--- config.mk ---
export PLATFORM = sky130hd
export DESIGN_NAME = sentence_frame_decoder
export DESIGN_NICKNAME = d
export VERILOG_FILES = /design/src/sfd_pkg.sv /design/src/sentence_frame_decoder.sv
export SDC_FILE = /design/constraint.sdc
export NUM_CORES = 1
export LEC_CHECK = 0
export BUFFER_PORTS_ARGS = -buffer_cell sky130_fd_sc_hd__buf_2
export CAP_MARGIN = 20
export CORE_ASPECT_RATIO = 1.25
export CORE_UTILIZATION = 60
export DETAILED_ROUTE_END_ITERATION = 16
export GPL_TIMING_DRIVEN = 0
export PLACE_DENSITY = 0.8
export SLEW_MARGIN = 25
export SYNTH_ARGS = -nofsm -noshare
export SYNTH_HDL_FRONTEND = slang
export SYNTH_SLANG_ARGS = --single-unit
--- constraint.sdc ---
create_clock -name i_clk -period 3.2 [get_ports i_clk]
set_clock_uncertainty 0.15 [all_clocks]
set_input_delay 0.48 -clock i_clk [delete_from_list [all_inputs] [get_ports i_clk]]
set_output_delay 0.48 -clock i_clk [all_outputs]
set_load 0.01 [all_outputs]
--- src/sfd_pkg.sv ---
// Shared constants and helpers for the sentence frame decoder.
package sfd_pkg;

    localparam int unsigned MAX_PAYLOAD_DEF = 128;

    localparam logic [7:0] CH_START  = 8'h24;  // '$'
    localparam logic [7:0] CH_STAR   = 8'h2A;  // '*'
    localparam logic [7:0] CH_NL     = 8'h0A;  // newline

    localparam logic [23:0] TAG_DET = 24'h444554;
    localparam logic [23:0] TAG_CHA = 24'h434841;
    localparam logic [23:0] TAG_COO = 24'h434F4F;
    localparam logic [23:0] TAG_HIT = 24'h484954;

    localparam logic [7:0] HEX_DIGIT_OFS = 8'd48;
    localparam logic [7:0] HEX_LOWER_OFS = 8'd87;
    localparam logic [7:0] HEX_UPPER_OFS = 8'd55;

    localparam logic [2:0] ST_WAITING = 3'd0;
    localparam logic [2:0] ST_GOOD    = 3'd1;
    localparam logic [2:0] ST_FAIL    = 3'd2;
    localparam logic [2:0] ST_DET     = 3'd3;
    localparam logic [2:0] ST_CHA     = 3'd4;
    localparam logic [2:0] ST_COO     = 3'd5;
    localparam logic [2:0] ST_HIT     = 3'd6;

    typedef struct packed {
        logic       valid;
        logic [3:0] nibble;
    } t_hex;

    // Decodes one ASCII hex digit; valid is low for any other byte.
    function automatic t_hex hex_decode(input logic [7:0] c);
        t_hex       r;
        logic [7:0] d;
        d = 8'd0;
        r.valid = 1'b1;
        if (c >= 8'h30 && c <= 8'h39) begin
            d = c - HEX_DIGIT_OFS;
        end else if (c >= 8'h61 && c <= 8'h66) begin
            d = c - HEX_LOWER_OFS;
        end else if (c >= 8'h41 && c <= 8'h46) begin
            d = c - HEX_UPPER_OFS;
        end else begin
            r.valid = 1'b0;
        end
        r.nibble = d[3:0];
        return r;
    endfunction

endpackage

--- src/sentence_frame_decoder.sv ---
// Sentence frame decoder: frames $payload*HH newline and reports a status per byte.
// Each accepted word passes through the input register and then the result register.
// Throughput: one word per cycle while the output is free; the input register feeds the frame
// state update, which writes the result register, and both advance whenever the output is free.
// Reset (synchronous, active low) returns the framer to waiting and empties both stages.
module sentence_frame_decoder
    import sfd_pkg::*;
#(
    parameter int unsigned MAX_PAYLOAD = MAX_PAYLOAD_DEF
) (
    input  logic        i_clk,
    input  logic        i_rst_n,
    input  logic        i_s_axis_tvalid,
    output logic        o_s_axis_tready,
    input  logic [7:0]  i_s_axis_tdata,   // [7:0] rx_byte
    output logic        o_m_axis_tvalid,
    input  logic        i_m_axis_tready,
    output logic [15:0] o_m_axis_tdata    // [2:0] status, [3] checksum_ok,
                                          // [11:4] received_checksum, [15:12] zero
);

    localparam logic [2:0] PH_WAIT = 3'd0;
    localparam logic [2:0] PH_REC  = 3'd1;
    localparam logic [2:0] PH_HEX1 = 3'd2;
    localparam logic [2:0] PH_HEX2 = 3'd3;
    localparam logic [2:0] PH_NL   = 3'd4;

    localparam logic [7:0] MAX_CNT = 8'(MAX_PAYLOAD);

    logic        r_in_valid;
    logic [7:0]  r_in_byte;
    logic        r_out_valid;
    logic [2:0]  r_out_status;
    logic        r_out_ok;
    logic [7:0]  r_out_cksum;

    logic [2:0]  r_phase,  n_phase;
    logic [7:0]  r_count,  n_count;
    logic [7:0]  r_xor,    n_xor;
    logic [7:0]  r_cksum,  n_cksum;
    logic [15:0] r_prev,   n_prev;
    logic [3:0]  r_tags,   n_tags;
    logic        r_stop,   n_stop;
    logic [2:0]  n_status;
    logic        n_ok;

    logic        out_free;
    logic        fire;
    logic [23:0] triple;
    t_hex        hx;

    assign out_free        = !r_out_valid || i_m_axis_tready;
    assign fire            = r_in_valid && out_free;
    assign o_s_axis_tready = !r_in_valid || out_free;
    assign o_m_axis_tvalid = r_out_valid;
    assign o_m_axis_tdata  = {4'd0, r_out_cksum, r_out_ok, r_out_status};

    assign triple = {r_prev, r_in_byte};
    assign hx     = hex_decode(r_in_byte);

    always_comb begin
        n_phase  = r_phase;
        n_count  = r_count;
        n_xor    = r_xor;
        n_cksum  = r_cksum;
        n_prev   = r_prev;
        n_tags   = r_tags;
        n_stop   = r_stop;
        n_status = ST_GOOD;
        n_ok     = 1'b0;
        case (r_phase)
            PH_REC: begin
                if (r_in_byte == CH_STAR) begin
                    n_phase = PH_HEX1;
                end else if (r_count >= MAX_CNT) begin
                    n_status = ST_FAIL;
                    n_phase  = PH_WAIT;
                end else begin
                    n_count = r_count + 8'd1;
                    n_xor   = r_xor ^ r_in_byte;
                    if (r_in_byte == 8'd0) begin
                        n_stop = 1'b1;
                    end else if (!r_stop) begin
                        n_tags = r_tags | {triple == TAG_HIT, triple == TAG_COO,
                                           triple == TAG_CHA, triple == TAG_DET};
                    end
                    n_prev = {r_prev[7:0], r_in_byte};
                end
            end
            PH_HEX1: begin
                if (hx.valid) begin
                    n_cksum = {hx.nibble, 4'd0};
                    n_phase = PH_HEX2;
                end else begin
                    n_status = ST_FAIL;
                    n_phase  = PH_WAIT;
                end
            end
            PH_HEX2: begin
                if (hx.valid) begin
                    n_cksum = {r_cksum[7:4], hx.nibble};
                    n_phase = PH_NL;
                end else begin
                    n_status = ST_FAIL;
                    n_phase  = PH_WAIT;
                end
            end
            PH_NL: begin
                if (r_in_byte == CH_NL) begin
                    n_ok = (r_cksum == r_xor);
                    if (r_tags[0]) begin
                        n_status = ST_DET;
                    end else if (r_tags[1]) begin
                        n_status = ST_CHA;
                    end else if (r_tags[2]) begin
                        n_status = ST_COO;
                    end else if (r_tags[3]) begin
                        n_status = ST_HIT;
                    end else begin
                        n_status = ST_FAIL;
                    end
                end else begin
                    n_status = ST_FAIL;
                end
                n_phase = PH_WAIT;
            end
            default: begin
                // Unused phase codes behave as waiting.
                if (r_in_byte == CH_START) begin
                    n_count = 8'd0;
                    n_xor   = 8'd0;
                    n_cksum = 8'd0;
                    n_prev  = 16'd0;
                    n_tags  = 4'd0;
                    n_stop  = 1'b0;
                    n_phase = PH_REC;
                end else begin
                    n_status = ST_WAITING;
                    n_phase  = PH_WAIT;
                end
            end
        endcase
    end

    always_ff @(posedge i_clk) begin
        if (!i_rst_n) begin
            r_in_valid  <= 1'b0;
            r_out_valid <= 1'b0;
            r_phase     <= PH_WAIT;
            r_count     <= 8'd0;
            r_xor       <= 8'd0;
            r_cksum     <= 8'd0;
            r_prev      <= 16'd0;
            r_tags      <= 4'd0;
            r_stop      <= 1'b0;
        end else begin
            if (o_s_axis_tready) begin
                r_in_valid <= i_s_axis_tvalid;
            end
            if (out_free) begin
                r_out_valid <= r_in_valid;
            end
            if (fire) begin
                r_phase <= n_phase;
                r_count <= n_count;
                r_xor   <= n_xor;
                r_cksum <= n_cksum;
                r_prev  <= n_prev;
                r_tags  <= n_tags;
                r_stop  <= n_stop;
            end
        end
    end

    always_ff @(posedge i_clk) begin
        if (o_s_axis_tready && i_s_axis_tvalid) begin
            r_in_byte <= i_s_axis_tdata;
        end
        if (fire) begin
            r_out_status <= n_status;
            r_out_ok     <= n_ok;
            r_out_cksum  <= n_cksum;
        end
    end

endmodule

==> impl_metrics.tcl <==
set metrics [dict create \
    cp-end-kind "register" \
    ys.flop_type "dfxtp_1" \
    drv_cap 0 \
    cp_num_buf_inv 2 \
    vias_per_cell 6.15 \
    io_pins 30 \
    setup_viol 0 \
    first_pass_iters 5 \
    start_util_pct 62.3 \
    fin_tns_setup_ns 0 \
    worst_hold_slack_ns 0.146 \
    cp.required_ns 3.17 \
    fmax_mhz 331 \
    gp_congestion 0.922 \
    power_mw 1.78 \
    dieArea_um2 6730 \
    grt_pass1_vias 3218 \
    pre_cts_ws_ns 0.0998 \
    grt_pass1_wl_mm 15.6 \
    min_path_cells 1 \
    grt_max_degree 21 \
    die_x_um 73.6 \
    ir_worst_vdd_mv 0.502 \
    post-route-period-util_pct 94.4 \
    path_delay_family "simple AND/OR/NAND/NOR gates" \
    crit_chain "buf_2 -> inv_1 -> ha_1 -> nor3b_1 -> nor4b_1 -> o21a_1 -> nor4_4 -> or3_4 -> a21bo_1" \
    num_rows 32 \
    path_clk_slew_ns 0.08 \
    crit_type "register to register" \
    avgSynthCellArea_um2 9.31 \
    r2r_cells 9 \
    antenna_found_initial 0 \
    area_growth_pct 11.4 \
    yosysSeqAreaShare_pct 41.7 \
    htreeDepth 3 \
    die_h_um 91.5 \
    ys_ff_latch 70 \
    finalHoldViolCount 0 \
    crit_arrival_ns 2.99 \
    vias 3346 \
    final_nets 473 \
    hpwl_mm 6.90 \
    layout_setup_ws_ns 0.181 \
    power.leakage_nw 1.61 \
    drive_gt1_share_pct 17.9 \
    numCtsBuffers 9 \
    clk_latency_ns 0.36 \
    routed_wirelength_mm 9.57 \
    cts_sinks 70 \
    slew_headroom_pct 57.4 \
    drtIter0Drc 335 \
    fin_cells 544 \
    slew_viol_final 0 \
    drtAntennaViolNets 0 \
    nFillCells 535 \
    powerDensity_nw_per_um2 416 \
    synth_edf_count 20 \
    fp.coreArea_um2 6170 \
    clockRootBuffer "clkbuf_8" \
    max_stage_delay_ns 0.41 \
    r2r_slack_ns 0.18 \
    postCtsHoldBufs 0 \
    gr-usage-all-layers_pct 30.9 \
    yosysWarnings 0 \
    status "completed" \
    cts_tree "done" \
    drc 0 \
    r2r_start "r_in_byte[0]" \
    overflow 0 \
    min_from "i_s_axis_tdata[3]" \
    synth_cells 413 \
    ys_types 83 \
    synthArstFlopShare_pct 0 \
    hold_class "input port to register" \
    wl_per_cell_um 17.6 \
    worstPathMaxFanout 10 \
    cts_buffer_depth 2 \
    holdPathEnd "r_in_byte[3]" \
    io_buffers 25 \
    tightestPinTransition_ns 0.634 \
    post-route-min-period_ns 3.02 \
    dp.cells 526 \
    cp-start-kind "register" \
    slowest_stage "or3_4" \
    netlist_area_um2 3840 \
    antenna_cells 0 \
    rr_endpoint "r_out_cksum[3]" \
]
synthesized netlist by cell type, types with 7 or more instances:
cell / instances / area share [%]
nand2_1: 32 / 3.1
xnor2_1: 14 / 3.2
buf_4: 7 / 1.4
edfxtp_1: 20 / 16
mux2i_1: 8 / 2.1
a21oi_1: 20 / 2.6
nor2_1: 52 / 5.1
ha_1: 7 / 2.3
xor2_1: 10 / 2.3
nor3_1: 10 / 1.3
inv_1: 8 / 0.78
nand3_1: 8 / 1.0
dfxtp_1: 50 / 26
nor2b_1: 11 / 1.8
o21ai_0: 17 / 2.2
nand4_1: 9 / 1.5
buf_2: 8 / 1.0
state kept, by name, indices dropped and copies added, names as in the netlist:
| register | cells |
|---|---|
| o_m_axis_tvalid | 1 |
| r_cksum | 8 |
| r_count | 8 |
| r_in_byte | 8 |
| r_in_valid | 1 |
| r_out_cksum | 8 |
| r_out_ok | 1 |
| r_out_status | 3 |
| r_phase | 3 |
| r_prev | 16 |
| r_stop | 1 |
| r_tags | 4 |
| r_xor | 8 |
placed cells by master (no fill, tap or decap), types with 3 or more instances in the layout:
cell type,count
nor2_1,52
dfxtp_1,50
buf_2,33
nand2_1,32
a21oi_1,20
edfxtp_1,20
o21ai_0,16
xnor2_1,14
nor2b_1,11
nor3_1,10
xor2_1,10
buf_4,9
nand4_1,9
clkbuf_8,9
inv_1,8
nand3_1,8
mux2i_1,8
clkbuf_1,7
ha_1,7
nand2b_1,6
and3_1,6
a21boi_0,6
nor4b_1,5
o21a_1,5
a31oi_1,5
buf_6,4
and2_1,4
o211ai_1,4
conb_1,4
a21o_1,3
nor4_1,3
clkinv_2,3
per-layer routing:
metal	vias up	share of wire, %	track usage, %
li1	1576	-	-
met1	1585	41	39.2
met2	145	48	49.5
met3	40	6.7	5.11
met4	0	4.1	16.0
met5	-	0	0
power by group:
part           internal, mW  switching [mW]  total, mW
clock                 0.281           0.350      0.630
sequential            0.930          0.0110      0.941
combinational        0.0754           0.133      0.209
area by class of cell:
| class | count | area, µm² | share of cell area, % |
|---|---|---|---|
| Timing Repair Buffer | 27 | 140 | 3.27 |
| Multi-Input combinational cell | 310 | 2060 | 48.0 |
| Clock inverter | 6 | 36.3 | 0.848 |
| Tap cell | 85 | 106 | 2.48 |
| Buffer | 27 | 179 | 4.18 |
| Inverter | 9 | 33.8 | 0.789 |
| Clock buffer | 10 | 128 | 2.98 |
| Sequential cell | 70 | 1600 | 37.4 |
metrics by stage:
step	cell area, µm²	utilization, %
5_1_grt	4280	69.4
4_1_cts	4250	68.9
2_1_floorplan	3850	-
3_3_place_gp	4090	66.3
6_report	4280	69.4
3_5_place_dp	4090	66.3
worst max path at each step:
stage | startpoint | endpoint | slack [ns] | cells past startpoint
floorplan | r_in_byte[0] | r_out_cksum[3] | 0.61 | 9
detailed placement | r_in_byte[1] | r_out_cksum[3] | 0.1 | 8
global placement | r_in_byte[1] | r_out_cksum[3] | 0.1 | 8
global route | r_in_byte[0] | r_out_cksum[3] | -0.02 | 9
finish | r_in_byte[0] | r_out_cksum[3] | 0.18 | 9
CTS | r_in_byte[1] | r_out_cksum[3] | 0.08 | 8
repair_timing:
action | CTS | global route
endpoints found under the setup margin | 0 | 10
buffers inserted | 0 | 2
gates resized for setup | 0 | 3
cell families after synthesis:
| family | count (synthesis) | share of synthesized area [%] |
|---|---|---|
| simple gates | 170 | 24.5 |
| compound gates | 97 | 18.3 |
| flops | 70 | 41.7 |
| buf+inv | 36 | 5.53 |
| xor+xnor | 24 | 5.47 |
| mux | 8 | 2.08 |
| fa+ha+maj | 7 | 2.28 |
| other cells | 1 | 0.0976 |
(Power assumes the default switching activity.)
